[config.mk]
export PLATFORM = sky130hd
export DESIGN_NAME = combination_weigher_subset_search_unit
export DESIGN_NICKNAME = d
export VERILOG_FILES = /design/src/design/cws_pkg.sv /design/src/design/cws_row_sum.sv /design/src/design/cws_head_count.sv /design/src/design/combination_weigher_subset_search_unit.sv
export SDC_FILE = /design/constraint.sdc
export NUM_CORES = 1
export LEC_CHECK = 0
export BUFFER_PORTS_ARGS = -buffer_cell sky130_fd_sc_hd__buf_4
export CORE_MARGIN = 4
export CORE_UTILIZATION = 57
export DETAILED_ROUTE_END_ITERATION = 8
export GPL_TIMING_DRIVEN = 1
export PLACE_DENSITY = 0.77
export REMOVE_ABC_BUFFERS = 1
export SLEW_MARGIN = 20
export SYNTH_ARGS = -nofsm -noshare
export SYNTH_HDL_FRONTEND = slang
export SYNTH_HIERARCHICAL = 1
export SYNTH_SLANG_ARGS = --single-unit
export TNS_END_PERCENT = 50
[constraint.sdc]
create_clock -name i_clk -period 6.7 [get_ports i_clk]
set_input_delay 0.335 -clock i_clk [delete_from_list [all_inputs] [get_ports i_clk]]
set_output_delay 0.335 -clock i_clk [all_outputs]
set_load 0.005 [all_outputs]
[src/design/cws_pkg.sv]
package cws_pkg;

    // Default sizes of the head array
    localparam int HEADS_DEF       = 12;
    localparam int WEIGHT_BITS_DEF = 16;

    // Fixed field widths at the ports
    localparam int HEAD_W     = 4;
    localparam int IN_WEIGHT_W = 16;
    localparam int STATUS_W   = 2;
    localparam int ROW_W      = 12;
    localparam int TOTAL_W    = 20;
    localparam int COUNT_W    = 4;
    localparam int TARGET_W   = 20;
    localparam int CFG_IDX_W  = 1;

    // Item kinds
    localparam logic KIND_WRITE  = 1'b0;
    localparam logic KIND_SEARCH = 1'b1;

    // Head status codes
    localparam logic [STATUS_W-1:0] ST_EMPTY = 2'd0;
    localparam logic [STATUS_W-1:0] ST_COMB  = 2'd1;
    localparam logic [STATUS_W-1:0] ST_TTT   = 2'd2;
    localparam logic [STATUS_W-1:0] ST_TGU   = 2'd3;

    // Configuration register indexes
    localparam logic [CFG_IDX_W-1:0] CFG_TARGET_LOW  = 1'b0;
    localparam logic [CFG_IDX_W-1:0] CFG_TARGET_HIGH = 1'b1;

    // Sequencer states
    typedef enum logic [2:0] {
        S_IDLE   = 3'b001,
        S_SEARCH = 3'b010,
        S_FINISH = 3'b100
    } t_state;

    // Per-status head counts
    typedef struct packed {
        logic [COUNT_W-1:0] free_cnt;
        logic [COUNT_W-1:0] ttt_cnt;
        logic [COUNT_W-1:0] tgu_cnt;
    } t_counts;

endpackage

[src/design/cws_row_sum.sv]
module cws_row_sum
    import cws_pkg::*;
#(
    parameter int HEADS       = HEADS_DEF,
    parameter int WEIGHT_BITS = WEIGHT_BITS_DEF,
    localparam int SUM_W      = WEIGHT_BITS + $clog2(HEADS)
) (
    input  logic                   i_clk,
    input  logic                   i_rst_n,
    input  logic                   i_valid,
    input  logic [HEADS-1:0]       i_row,
    input  logic [HEADS-1:0]       i_members,
    input  logic [WEIGHT_BITS-1:0] i_weights [HEADS],
    output logic                   o_valid,
    output logic                   o_busy,
    output logic [HEADS-1:0]       o_row,
    output logic [HEADS-1:0]       o_members,
    output logic [SUM_W-1:0]       o_sum
);

    localparam int GROUPS = (HEADS + 3) / 4;
    localparam int GW     = WEIGHT_BITS + 2;

    logic [GW-1:0]          n_psum [GROUPS];
    logic [GW-1:0]          r_psum [GROUPS];
    logic [HEADS-1:0]       r_row1, r_mem1, r_row2, r_mem2;
    logic                   r_v1, r_v2;
    logic [SUM_W-1:0]       n_sum, r_sum;

    // Masked partial sums over groups of four heads
    always_comb begin
        for (int g = 0; g < GROUPS; g++) begin
            n_psum[g] = '0;
            for (int k = 0; k < 4; k++) begin
                if (g * 4 + k < HEADS) begin
                    if (i_members[g * 4 + k]) begin
                        n_psum[g] = n_psum[g] + GW'(i_weights[g * 4 + k]);
                    end
                end
            end
        end
    end

    // Combine the registered partials
    always_comb begin
        n_sum = '0;
        for (int g = 0; g < GROUPS; g++) begin
            n_sum = n_sum + SUM_W'(r_psum[g]);
        end
    end

    // Hold payload of both stages
    always_ff @(posedge i_clk) begin
        r_psum <= n_psum;
        r_row1 <= i_row;
        r_mem1 <= i_members;
        r_sum  <= n_sum;
        r_row2 <= r_row1;
        r_mem2 <= r_mem1;
    end

    // Advance the stage valid bits
    always_ff @(posedge i_clk) begin
        if (!i_rst_n) begin
            r_v1 <= 1'b0;
            r_v2 <= 1'b0;
        end else begin
            r_v1 <= i_valid;
            r_v2 <= r_v1;
        end
    end

    assign o_valid   = r_v2;
    assign o_busy    = r_v1 | r_v2;
    assign o_row     = r_row2;
    assign o_members = r_mem2;
    assign o_sum     = r_sum;

endmodule

[src/design/cws_head_count.sv]
module cws_head_count
    import cws_pkg::*;
#(
    parameter int HEADS = HEADS_DEF
) (
    input  logic [STATUS_W-1:0] i_states [HEADS],
    output t_counts             o_counts
);

    localparam int CW = $clog2(HEADS + 1);

    logic [HEADS-1:0] comb_v, ttt_v, tgu_v;
    logic [CW-1:0]    n_free, n_ttt, n_tgu;

    // Flag heads per status
    always_comb begin
        for (int j = 0; j < HEADS; j++) begin
            comb_v[j] = (i_states[j] == ST_COMB);
            ttt_v[j]  = (i_states[j] == ST_TTT);
            tgu_v[j]  = (i_states[j] == ST_TGU);
        end
    end

    assign n_free = CW'($countones(comb_v));
    assign n_ttt  = CW'($countones(ttt_v));
    assign n_tgu  = CW'($countones(tgu_v));

    // Saturate counts to the field width
    function automatic logic [COUNT_W-1:0] sat(input logic [CW-1:0] n);
        logic [CW+COUNT_W-1:0] w;
        w = {{COUNT_W{1'b0}}, n};
        if (w > (CW + COUNT_W)'({COUNT_W{1'b1}})) begin
            sat = {COUNT_W{1'b1}};
        end else begin
            sat = w[COUNT_W-1:0];
        end
    endfunction

    assign o_counts.free_cnt = sat(n_free);
    assign o_counts.ttt_cnt  = sat(n_ttt);
    assign o_counts.tgu_cnt  = sat(n_tgu);

endmodule

[src/design/combination_weigher_subset_search_unit.sv]
// Multihead combination weigher subset search.
// Input channel (i_valid / o_stall) carries one request: a write of one head's
// weight and status (i_kind = 0) or a combination search (i_kind = 1). A request
// is taken when i_valid is high and o_stall is low; o_stall stays high while a
// request is in work. Results leave on o_valid / i_stall, one per request, held
// in an output register until taken, so the next request can be taken while a
// result waits. Targets are written on the cfg channel (always ready), by the user
// only while idle; the block itself does not enforce this. A write request passes
// through the finish state into the output register. A search steps one subset row
// per cycle through a two-stage masked adder tree until a hit or until all 2^HEADS
// rows have been issued; the row walk is the limit. A new request is taken the cycle
// after the result register is loaded, so requests go one at a time. A stalled
// receiver holds the result and, once the request in work has finished, holds off
// the next load; inputs are then stalled.
// Reset clears all head states to empty, the search pointer and the targets to
// zero and empties the output register.
module combination_weigher_subset_search_unit
    import cws_pkg::*;
#(
    parameter int HEADS       = HEADS_DEF,
    parameter int WEIGHT_BITS = WEIGHT_BITS_DEF
) (
    input  logic                   i_clk,
    input  logic                   i_rst_n,
    // request channel
    input  logic                   i_valid,
    output logic                   o_stall,
    input  logic                   i_kind,
    input  logic [HEAD_W-1:0]      i_head,
    input  logic [IN_WEIGHT_W-1:0] i_weight,
    input  logic [STATUS_W-1:0]    i_status,
    // result channel
    output logic                   o_valid,
    input  logic                   i_stall,
    output logic                   o_found,
    output logic [ROW_W-1:0]       o_row,
    output logic [ROW_W-1:0]       o_heads_used,
    output logic [TOTAL_W-1:0]     o_total,
    output logic [COUNT_W-1:0]     o_free_count,
    output logic [COUNT_W-1:0]     o_ttt_count,
    output logic [COUNT_W-1:0]     o_tgu_count,
    // configuration channel
    input  logic                   i_cfg_valid,
    output logic                   o_cfg_ready,
    input  logic [CFG_IDX_W-1:0]   i_cfg_index,
    input  logic [TARGET_W-1:0]    i_cfg_data
);

    localparam int SUM_W = WEIGHT_BITS + $clog2(HEADS);
    localparam int CMP_W = SUM_W + TARGET_W;
    localparam logic [HEADS:0] ROWS = {1'b1, {HEADS{1'b0}}};

    t_state                 r_state, n_state;
    logic [WEIGHT_BITS-1:0] r_weight [HEADS];
    logic [STATUS_W-1:0]    r_hstate [HEADS];
    logic [HEADS-1:0]       r_start, n_start;
    logic [HEADS-1:0]       r_row, n_row;
    logic [HEADS:0]         r_issued, n_issued;
    logic [TARGET_W-1:0]    r_tlow, r_thigh;

    logic                   r_res_found, n_res_found;
    logic [ROW_W-1:0]       r_res_row, n_res_row;
    logic [ROW_W-1:0]       r_res_used, n_res_used;
    logic [TOTAL_W-1:0]     r_res_total, n_res_total;

    logic                   r_out_valid, n_out_valid;
    logic                   r_out_found;
    logic [ROW_W-1:0]       r_out_row, r_out_used;
    logic [TOTAL_W-1:0]     r_out_total;
    t_counts                r_out_counts;
    logic                   out_load;

    logic                   accept, head_wr, issue, hit, none;
    logic [HEADS-1:0]       comb_mask, members;
    logic [WEIGHT_BITS+IN_WEIGHT_W-1:0] wr_ext;
    logic                   s_valid, s_busy;
    logic [HEADS-1:0]       s_row, s_members;
    logic [SUM_W-1:0]       s_sum;
    logic [CMP_W-1:0]       sum_x, low_x, high_x;
    t_counts                counts;

    assign accept  = i_valid && !o_stall;
    assign o_stall = (r_state != S_IDLE);
    assign head_wr = accept && (i_kind == KIND_WRITE);
    assign wr_ext  = {{WEIGHT_BITS{1'b0}}, i_weight};

    // Heads that may join a combination
    always_comb begin
        for (int j = 0; j < HEADS; j++) begin
            comb_mask[j] = (r_hstate[j] == ST_COMB);
        end
    end
    assign members = ~r_row & comb_mask;

    // Widen an internal row vector to the port width
    function automatic logic [ROW_W-1:0] row_out(input logic [HEADS-1:0] v);
        logic [HEADS+ROW_W-1:0] w;
        w = {{ROW_W{1'b0}}, v};
        row_out = w[ROW_W-1:0];
    endfunction

    // Head register file
    always_ff @(posedge i_clk) begin
        for (int j = 0; j < HEADS; j++) begin
            if (head_wr && i_head == HEAD_W'(j)) begin
                r_weight[j] <= wr_ext[WEIGHT_BITS-1:0];
            end
        end
    end

    always_ff @(posedge i_clk) begin
        if (!i_rst_n) begin
            for (int j = 0; j < HEADS; j++) begin
                r_hstate[j] <= ST_EMPTY;
            end
        end else begin
            for (int j = 0; j < HEADS; j++) begin
                if (head_wr && i_head == HEAD_W'(j)) begin
                    r_hstate[j] <= i_status;
                end
            end
        end
    end

    // Target registers
    assign o_cfg_ready = 1'b1;
    always_ff @(posedge i_clk) begin
        if (!i_rst_n) begin
            r_tlow  <= '0;
            r_thigh <= '0;
        end else if (i_cfg_valid) begin
            case (i_cfg_index)
                CFG_TARGET_LOW:  r_tlow  <= i_cfg_data;
                CFG_TARGET_HIGH: r_thigh <= i_cfg_data;
                default: ;
            endcase
        end
    end

    // Masked adder tree for the row walk
    cws_row_sum #(
        .HEADS       (HEADS),
        .WEIGHT_BITS (WEIGHT_BITS)
    ) u_sum (
        .i_clk     (i_clk),
        .i_rst_n   (i_rst_n),
        .i_valid   (issue),
        .i_row     (r_row),
        .i_members (members),
        .i_weights (r_weight),
        .o_valid   (s_valid),
        .o_busy    (s_busy),
        .o_row     (s_row),
        .o_members (s_members),
        .o_sum     (s_sum)
    );

    cws_head_count #(
        .HEADS (HEADS)
    ) u_count (
        .i_states (r_hstate),
        .o_counts (counts)
    );

    // Window test on the registered sum
    assign sum_x  = {{TARGET_W{1'b0}}, s_sum};
    assign low_x  = {{SUM_W{1'b0}}, r_tlow};
    assign high_x = {{SUM_W{1'b0}}, r_thigh};
    assign hit    = (r_state == S_SEARCH) && s_valid && (sum_x >= low_x) && (sum_x <= high_x);
    assign none   = (r_state == S_SEARCH) && (r_issued == ROWS) && !s_busy;
    assign issue  = (r_state == S_SEARCH) && !hit && (r_issued != ROWS);
    assign out_load = (r_state == S_FINISH) && (!r_out_valid || !i_stall);

    // Sequencer
    always_comb begin
        n_state     = r_state;
        n_start     = r_start;
        n_row       = r_row;
        n_issued    = r_issued;
        n_res_found = r_res_found;
        n_res_row   = r_res_row;
        n_res_used  = r_res_used;
        n_res_total = r_res_total;
        case (r_state)
            S_IDLE: begin
                if (accept) begin
                    n_res_found = 1'b0;
                    n_res_row   = '0;
                    n_res_used  = '0;
                    n_res_total = '0;
                    if (i_kind == KIND_SEARCH) begin
                        n_row    = r_start;
                        n_issued = '0;
                        n_state  = S_SEARCH;
                    end else begin
                        n_state = S_FINISH;
                    end
                end
            end
            S_SEARCH: begin
                if (hit) begin
                    n_res_found = 1'b1;
                    n_res_row   = row_out(s_row);
                    n_res_used  = row_out(s_members);
                    n_res_total = TOTAL_W'({{TOTAL_W{1'b0}}, s_sum});
                    n_start     = s_row + 1'b1;
                    n_state     = S_FINISH;
                end else if (none) begin
                    n_start = r_start + 1'b1;
                    n_state = S_FINISH;
                end else if (issue) begin
                    n_row    = r_row + 1'b1;
                    n_issued = r_issued + 1'b1;
                end
            end
            S_FINISH: begin
                if (out_load) begin
                    n_state = S_IDLE;
                end
            end
            default: n_state = S_IDLE;
        endcase
    end

    always_ff @(posedge i_clk) begin
        if (!i_rst_n) begin
            r_state  <= S_IDLE;
            r_start  <= '0;
            r_row    <= '0;
            r_issued <= '0;
        end else begin
            r_state  <= n_state;
            r_start  <= n_start;
            r_row    <= n_row;
            r_issued <= n_issued;
        end
    end

    always_ff @(posedge i_clk) begin
        r_res_found <= n_res_found;
        r_res_row   <= n_res_row;
        r_res_used  <= n_res_used;
        r_res_total <= n_res_total;
    end

    // Output register: load on finish, drop when taken
    always_comb begin
        n_out_valid = r_out_valid;
        if (out_load) begin
            n_out_valid = 1'b1;
        end else if (r_out_valid && !i_stall) begin
            n_out_valid = 1'b0;
        end
    end

    always_ff @(posedge i_clk) begin
        if (!i_rst_n) begin
            r_out_valid <= 1'b0;
        end else begin
            r_out_valid <= n_out_valid;
        end
    end

    always_ff @(posedge i_clk) begin
        if (out_load) begin
            r_out_found  <= r_res_found;
            r_out_row    <= r_res_row;
            r_out_used   <= r_res_used;
            r_out_total  <= r_res_total;
            r_out_counts <= counts;
        end
    end

    assign o_valid      = r_out_valid;
    assign o_found      = r_out_found;
    assign o_row        = r_out_row;
    assign o_heads_used = r_out_used;
    assign o_total      = r_out_total;
    assign o_free_count = r_out_counts.free_cnt;
    assign o_ttt_count  = r_out_counts.ttt_cnt;
    assign o_tgu_count  = r_out_counts.tgu_cnt;

    // A miss carries no row, members or weight
    a_miss_zero: assert property (@(posedge i_clk) disable iff (!i_rst_n)
        (r_out_valid && !r_out_found) |->
        (r_out_row == '0 && r_out_used == '0 && r_out_total == '0))
        else $error("miss result carries nonzero fields");

    // A taken search request starts the row walk
    a_search_start: assert property (@(posedge i_clk) disable iff (!i_rst_n)
        (accept && i_kind == KIND_SEARCH) |=> (r_state == S_SEARCH && r_issued == '0))
        else $error("search request did not start the walk");

    // The walk never issues more than all rows
    a_issue_bound: assert property (@(posedge i_clk) disable iff (!i_rst_n)
        (r_issued <= ROWS) && !(issue && r_issued == ROWS))
        else $error("row walk overran");

endmodule
After elaboration in Yosys (flattened, before gate mapping):

Index checks and enable logic that the tools add are counted.

* $add $sub $neg: 48
* multipliers: 0
* div/mod/pow operators: 0
* magnitude comparators: 2
* eq/ne operators: 61
* shifts and indexed selects: 0
* multiplexer cells: 45
* bitwise gates (word level): 5
* reductions and logical operators: 39

Operators with widths (number)
* 18-bit 2-to-1 mux: 9
* 12-bit 2-to-1 mux: 10
* 18-bit by 16-bit adder with 18-bit output: 6
* 12-bit case mux with 2 select lines: 3
* 13-bit 2-to-1 mux: 5
* 4-bit adder: 15
* 16-bit by 16-bit adder with 17-bit output: 3
* 2-bit equality test (second input constant): 24
* 16-bit 2-to-1 mux: 3
* 20-bit 2-to-1 mux: 2
* 20-bit case mux with 2 select lines: 1
* 1-bit by 1-bit adder with 2-bit output: 18
* 12-bit by 1-bit adder with 12-bit output (second input constant): 3
* 13-bit case mux with 2 select lines: 1
* 2-bit by 1-bit equality test with 1-bit output (second input constant): 12
* 1-bit logical AND: 23
* 20-bit by 18-bit adder with 20-bit output: 1
* 20-bit >= comparator: 1
* 20-bit <= comparator: 1
* 18-bit by 18-bit adder with 19-bit output: 1
* 4-bit by 3-bit equality test with 1-bit output (second input constant): 4
* 4-bit equality test (second input constant): 4
* 3-bit 2-to-1 mux: 5
* 13-bit by 1-bit adder with 13-bit output (second input constant): 1
* other kinds (25): 44

* register bits: 523
* latch bits: 0
* RAM bits: 0
* ROM bits: 0
* bits of input ports: 49
* output and inout bits: 60
* word-level logic and storage cells: 252
* memories kept: 0

Depth between registers and ports, before layout:

Gate-level depths: netlist of the first run.

* depth after elaboration: 11
* depth in mapped cells: 32
* depth with buffers taken out: 29

Cells and area by module:

Netlist of the first run, hierarchy kept.

By module, submodules not included
* combination_weigher_subset_search_unit: times used 1, cells an instance 1107, area each 15182.1 um^2, sequential area each 10930.5 um^2
* cws_row_sum: times used 1, cells an instance 1542, area each 12628.4 um^2, sequential area each 2482.4 um^2
* cws_head_count: times used 1, cells an instance 127, area each 1136.1 um^2, sequential area each 0.0 um^2

Worst setup path before layout of the first run:

OpenSTA, ideal clock, no wires.

* path kind: reg2reg
* from: reg r_hstate[14] (netlist bit)
* to: reg u_sum/r_psum[35] (netlist bit)
* setup time: 0.129 ns
* arrival: 6.618 ns
* data required time: 6.571 ns
* slack: -0.047 ns
* stages on the path, launching flop included: 32
* buffers on the path: 3
* clock period less this slack: 6.747 ns
* cell sequence: dfxtp_1 nor3b_1 clkbuf_1 clkbuf_1 clkbuf_1 nand2_1 inv_1 ha_1 a21o_1 maj3_1 a32o_1 a21o_1 a21oi_1 o21ai_1 mux2_2 xor2_1 ha_1 nand4_1 nor4_1 nor4_1 or3_1 o21ai_0 xor2_1 a22oi_1 o211ai_1 ha_1 or3_1 o21ai_0 a21oi_1 a221o_1 mux2i_1 o211ai_1

RTL lines
* from (decl): RTL line combination_weigher_subset_search_unit.sv:55 `logic [STATUS_W-1:0] r_hstate [HEADS];`
* from (signal, indexed assignment): RTL line combination_weigher_subset_search_unit.sv:119 `r_hstate[j] <= i_status;`
* to (signal assigned): RTL line cws_row_sum.sv:54 `r_psum <= n_psum;`
* to (decl): RTL line cws_row_sum.sv:25 `logic [GW-1:0] r_psum [GROUPS];`

==> results.cfg, run 1 <==
[power_and_ir_drop]
pwr_density_cell_nw_per_um2 = 226
ir_drop_uv = 236
leakage_nw = 13.6

[clock_tree]
cts-buffers-inserted = 55
path_clk_slew_ps = 60
h-tree-depth = 2
clockBufferDepth = 3
numClockSinks = 523
clk_latency_ps = 620
root_buffer = clkbuf_16
cts_tree = done

[yosys]
synth_top_area_share_pct = 30.5
synth-seq-area-share_pct = 46.3
yosys.cell_count.top_type = edfxtp_1
yosysTopAreaCell = edfxtp_1
synth_area_sq_um = 28900
synthCells = 2776
ys_warn_count = 6
synth_edf_count = 294
netlist-cell-type-count = 99
netlist_top_cells_count = edfxtp_1, nand2_1, dfxtp_1, ha_1, a21oi_1
syn_area_per_cell_sq_um = 10.4
ys_top_cells_by_area = edfxtp_1, dfxtp_1, ha_1
ys_ff_latch = 523
ys.flop_type = edfxtp_1
async_flop_share_pct = 0

[detailed_routing]
finalWirelength_mm = 71.7
wl_met2_mm = 35.1
drc = 0
drt_iter0_drc = 1600
viasPerCell = 5.93
dr_wl_met3_mm = 4.02
highest_layer = met4
drt-met1-wl_mm = 29.6
drtAntennaViolNets = 0
wl_per_cell_um = 19.7
firstDrtPassIters = 6
dr_total_vias = 21500

[grt]
antenna_found_initial = 0
grt_pass1_wl_mm = 113
grt_use_total_pct = 26.1
overflow = 0
grt_pass1_vias = 21500
grt_max_degree = 86

[worst_setup_path]
worstReg2RegStart = r_hstate[14]$_SDFFE_PN0P_
setup.worst_path.class = reg -> reg
worst-path-buf-inv = 1
setup.worst_path.start = r_hstate[14]$_SDFFE_PN0P_
cp_slowest_cell = fa_1
critical_path_arrival_ps = 6920
crit_path_max_incr_delay_ps = 460
crit_top_cell = ha_1
worst_setup_path_start_kind = register
path_max_fanout = 5
crit_required_ps = 7200
endpoint_kind = register
critPathTopFamily = compound AO/OA/AOI/OAI gates

[sta]
final.setup.worst_slack_ps = 284
fin_crit_sh_pct = 95.8
setup_viol = 0
worst_pin_slew_ps = 1110
slew_viol_final = 0
finalHoldViolCount = 0
relSlewSlack_pct = 26.0
skew_ps = 22.8
hold_ws_ps = 58.4
finalCriticalPeriod_ps = 6420
max_freq_mhz = 156
rsz0062_at_grt = yes

[floorplanning]
dieArea_sq_um = 54500
die_y_um = 233
dieWidth_um = 233
core_sq_um = 50200
start_util_pct = 57.7
fp-row-count = 82
io_pins = 109

[cells_and_area]
areaGrowthSynthToFinish_pct = 13.2
fin_area_sq_um = 32800
drive_above_1_share_pct = 12.7
fin_nets = 3233
n_fill_cell = 3708

[run]
maxCapViolCount = 0

[hold_path]
min_path_type = in -> reg
hp-start = i_stall

[placed_design]
portBuffers = 107
hpwl_mm = 51.4
place_ws_ps = 201
dpl-instance-area_sq_um = 30600
gp_congestion = 0.916

[status]
status = finished clean
-- power by group --
| group | total, W | switching (W) | internal, W |
|---|---|---|---|
| Combinational | 0.000564 | 0.000367 | 0.000197 |
| Sequential | 0.00369 | 0.0000846 | 0.00360 |
| Clock | 0.00315 | 0.00130 | 0.00184 |
-- cells in the final DEF (no fill, tap or decap), types with 27 or more instances in the layout --
cell       Yosys  routed
edfxtp_1     294     294
and2_1        92      92
buf_4          6     140
clkbuf_16      0      55
fa_1          47      47
o21a_1        27      27
dfxtp_1      229     225
xor2_1        53      53
a21oi_1      192     187
nor3_1        35      32
inv_1        170     168
mux2_2        55      55
a21o_1        61      61
nand2_1      271     270
nor2_1       185     185
nand3_1       55      55
a31oi_1       27      27
xnor2_1      106     105
ha_1         224     223
nand2b_1      38      38
o21ai_0       99      96
mux2i_1       46      46
-- final timing paths --
path	end	slack [ps]	cells past startpoint
setup / recovery	u_sum/r_psum[35]$_DFF_P_	280	26
hold / removal	o_valid$_SDFFE_PN0P_	60	3
hold reg to reg	u_sum/o_row[0]$_DFF_P_	320	0
setup reg to reg	u_sum/r_psum[35]$_DFF_P_	280	26
-- timing repair --
action,4_1_cts,5_1_grt
hold endpoints to repair,41,0
gates resized for setup,0,26
setup buffers,0,2
endpoints found under the setup margin,0,14
hold buffers,21,0
-- per-layer routing --
metal | track usage (%) | up-vias
met5 | 0 | -
met4 | 10.4 | 0
met3 | 3.57 | 198
met2 | 45.5 | 759
met1 | 32.8 | 10300
li1 | - | 10200
-- tightest hold or removal path, cell delays in order --
cell and delay [ps]:
buf_4 100, nand2_1 80, a21oi_1 120
-- cell families after synthesis --
group	count (synthesis)	share of synthesized area, %
muxes	102	3.77
AOI/OAI and AO/OA	617	14.1
DFF	523	46.3
buffers and inverters	255	3.42
other	1	0.0130
and+or+nand+nor	841	14.3
xor gates and xnor gates	160	4.89
adders and majority gates	277	13.2
-- layout make-up --
| class | count | area, sq um | area share, % |
|---|---|---|---|
| antenna | 1 | 2.50 | 0.00763 |
| clock buffer | 72 | 1490 | 4.55 |
| clock inverter | 31 | 379 | 1.16 |
| inverter | 173 | 649 | 1.98 |
| multi-input combinational | 1998 | 14700 | 44.9 |
| sequential | 523 | 13400 | 40.9 |
| tap | 672 | 841 | 2.56 |
| timing repair buffer | 162 | 1270 | 3.88 |
-- registers in the layout (all words and copies together) (netlist names), 3 cells and up --
signal	count
r_res_used	12
r_state	3
r_thigh	20
u_sum/o_members	12
r_res_row	12
r_weight	192
r_row	12
o_total	20
o_row	12
u_sum/o_sum	20
r_res_total	20
r_hstate	24
u_sum/o_row	12
o_free_count	4
u_sum/r_psum	54
o_heads_used	12
u_sum/r_mem1	12
o_tgu_count	4
r_tlow	20
r_issued	13
u_sum/r_row1	12
o_ttt_count	4
r_start	12
-- metrics by stage --
stage | power (W) | std cells | TNS (ps) | utilization [%]
after floorplan | 0.00404 | 2694 | -2430 | -
after global placement | 0.00427 | 3505 | 0 | 61.0
after detailed placement | 0.00430 | 3505 | 0 | 61.0
after CTS | 0.00745 | 3629 | 0 | 65.1
after global routing | 0.00765 | 3631 | -22.5 | 65.3
final | 0.00740 | 3632 | 0 | 65.3
Note: power is estimated with default switching activity, not from simulation.
==> run 2, diff against run 1 <==
- CORE_UTILIZATION: 57 -> 55
- PLACE_DENSITY: 0.77 -> 0.75
==> results.cfg, run 2 (synthesis gave the netlist of run 1 again) <==
[clock_tree]
root_buffer = clkbuf_16
h-tree-depth = 2
clk_latency_ps = 630
cts_tree = done
cts-buffers-inserted = 55
clockBufferDepth = 3
numClockSinks = 523
path_clk_slew_ps = 60

[power_and_ir_drop]
seqPwrFrac_pct = 48.0
ir_drop_uv = 231
power.internal_w = 0.00589
pwr_density_cell_nw_per_um2 = 233
sw_frac_of_total_pct = 23.2
leakage_nw = 13.7
power.net_switching_w = 0.00178
p_clk_share_pct = 44.8
combPwrFrac_pct = 7.3

[worst_setup_path]
crit_top_cell = ha_1
cp_slowest_cell = or3_1
endpoint_kind = register
worst_setup_path_start_kind = register
setup.worst_path.class = reg -> reg
crit_path_max_incr_delay_ps = 420
critical_path_arrival_ps = 6910
path_max_fanout = 5
crit_required_ps = 7200

[floorplanning]
die_y_um = 237
dieArea_sq_um = 56400
dieWidth_um = 237
io_pins = 109
start_util_pct = 56.0
fp-row-count = 83
core_sq_um = 51700

[detailed_routing]
drt_iter0_drc = 1412
wl_per_cell_um = 19.6
finalWirelength_mm = 71.3
drc = 0
viasPerCell = 5.89
firstDrtPassIters = 6
drtAntennaViolNets = 0
dr_wl_met3_mm = 3.82
dr_total_vias = 21400
highest_layer = met4
wl_met2_mm = 34.6
drt-met1-wl_mm = 30.0

[cells_and_area]
drive_above_1_share_pct = 12.9
fin_cells = 3639
final_cell_mix = edfxtp_1, nand2_1, dfxtp_1, ha_1, a21oi_1
areaGrowthSynthToFinish_pct = 14.0
fin_nets = 3232
antenna_cells = 0
n_fill_cell = 3988
fin_area_sq_um = 33000
largest_registers = r_weight x192, u_sum/r_psum x54, r_hstate x24
top_register = r_weight
layout_commonest_cell = edfxtp_1
largest_register_ffs = 192

[sta]
setup_viol = 0
finalCriticalPeriod_ps = 6400
rsz0062_at_grt = yes
worst_pin_slew_ps = 1100
slew_viol_final = 0
final.setup.worst_slack_ps = 296
fin_crit_sh_pct = 95.6
hold_ws_ps = 51.7
skew_ps = 21.8
relSlewSlack_pct = 26.3
max_freq_mhz = 156
finalHoldViolCount = 0

[placed_design]
hpwl_mm = 51.1
place_ws_ps = 181
portBuffers = 107
dpl.cell_count = 3512
gp_congestion = 0.927
dpl-instance-area_sq_um = 30600

[grt]
grt_pass1_wl_mm = 112
grt_use_total_pct = 24.7
grt_pass1_vias = 21300
antenna_found_initial = 0
grt_max_degree = 86
overflow = 0

[hold_path]
min_path_type = in -> reg

[run]
maxCapViolCount = 0

[status]
status = finished clean
run 2: cell count changes in the layout (fill, tap and decap cells not counted), moves of 2 or more:
cell        previous run  this run
clkinv_4               0         5
clkinv_1               7         4
clkbuf_1              12         4
inv_6                  0         3
a31oi_1               27        25
clkbuf_8               5         0
bufinv_16              7        14
clkinvlp_4             6         9
run 2: worst paths after layout:
check                                          startpoint                  endpoint  slack (ps)  depth (start not counted)
worst min register to register    u_sum/r_row1[1]$_DFF_P_    u_sum/o_row[1]$_DFF_P_         330                          0
worst max-delay path            r_hstate[15]$_SDFFE_PN0P_  u_sum/r_psum[35]$_DFF_P_         300                         27
worst min-delay path                          i_weight[0]   r_weight[128]$_DFFE_PP_          50                          1
worst max register to register  r_hstate[15]$_SDFFE_PN0P_  u_sum/r_psum[35]$_DFF_P_         300                         27
run 2: repair_timing:
action,CTS,global route
gates resized for setup,0,22
setup buffers,0,2
hold buffers,21,0
endpoints found under the hold margin,41,0
endpoints found under the setup margin,0,14
run 2: metrics by stage:
step | setup TNS (ps) | total power [W] | util, %
finish | 0 | 0.00767 | 63.8
global route | -120 | 0.00792 | 63.8
CTS | 0 | 0.00774 | 63.6
detailed placement | 0 | 0.00429 | 59.2
global placement | 0 | 0.00427 | 59.2
floorplan | -2430 | 0.00404 | -
run 2: critical path, delay by kind of cell, from the launching register on:
kind / cells / cell delay (ps)
simple gates: 7 / 1660
flops: 1 / 370
mux: 3 / 750
buf+inv: 2 / 280
compound gates: 9 / 1690
xor+xnor: 2 / 290
fa+ha+maj: 4 / 1260
run 2: cell type report:
class	count	area (sq um)	share of cell area, %
Multi-Input combinational cell	1998	14700	44.7
Sequential cell	523	13400	40.7
Clock buffer	60	1420	4.29
Timing Repair Buffer	161	1260	3.83
Tap cell	680	851	2.58
Clock inverter	44	659	2.00
Inverter	173	649	1.97
run 2: routing by layer:
| metal | track usage (%) | up-vias |
|---|---|---|
| met5 | 0 | - |
| met4 | 9.52 | 0 |
| met3 | 3.56 | 169 |
| met2 | 42.7 | 691 |
| met1 | 31.6 | 10300 |
| li1 | - | 10300 |
run 2: power by group through the flow:
stage	clock, W	combinational [W]	sequential [W]
after global placement	0	0.000528	0.00374
after CTS	0.00350	0.000557	0.00368
final	0.00344	0.000557	0.00368
after global routing	0.00362	0.000612	0.00369
after floorplan	0	0.000313	0.00373
after detailed placement	0	0.000542	0.00375
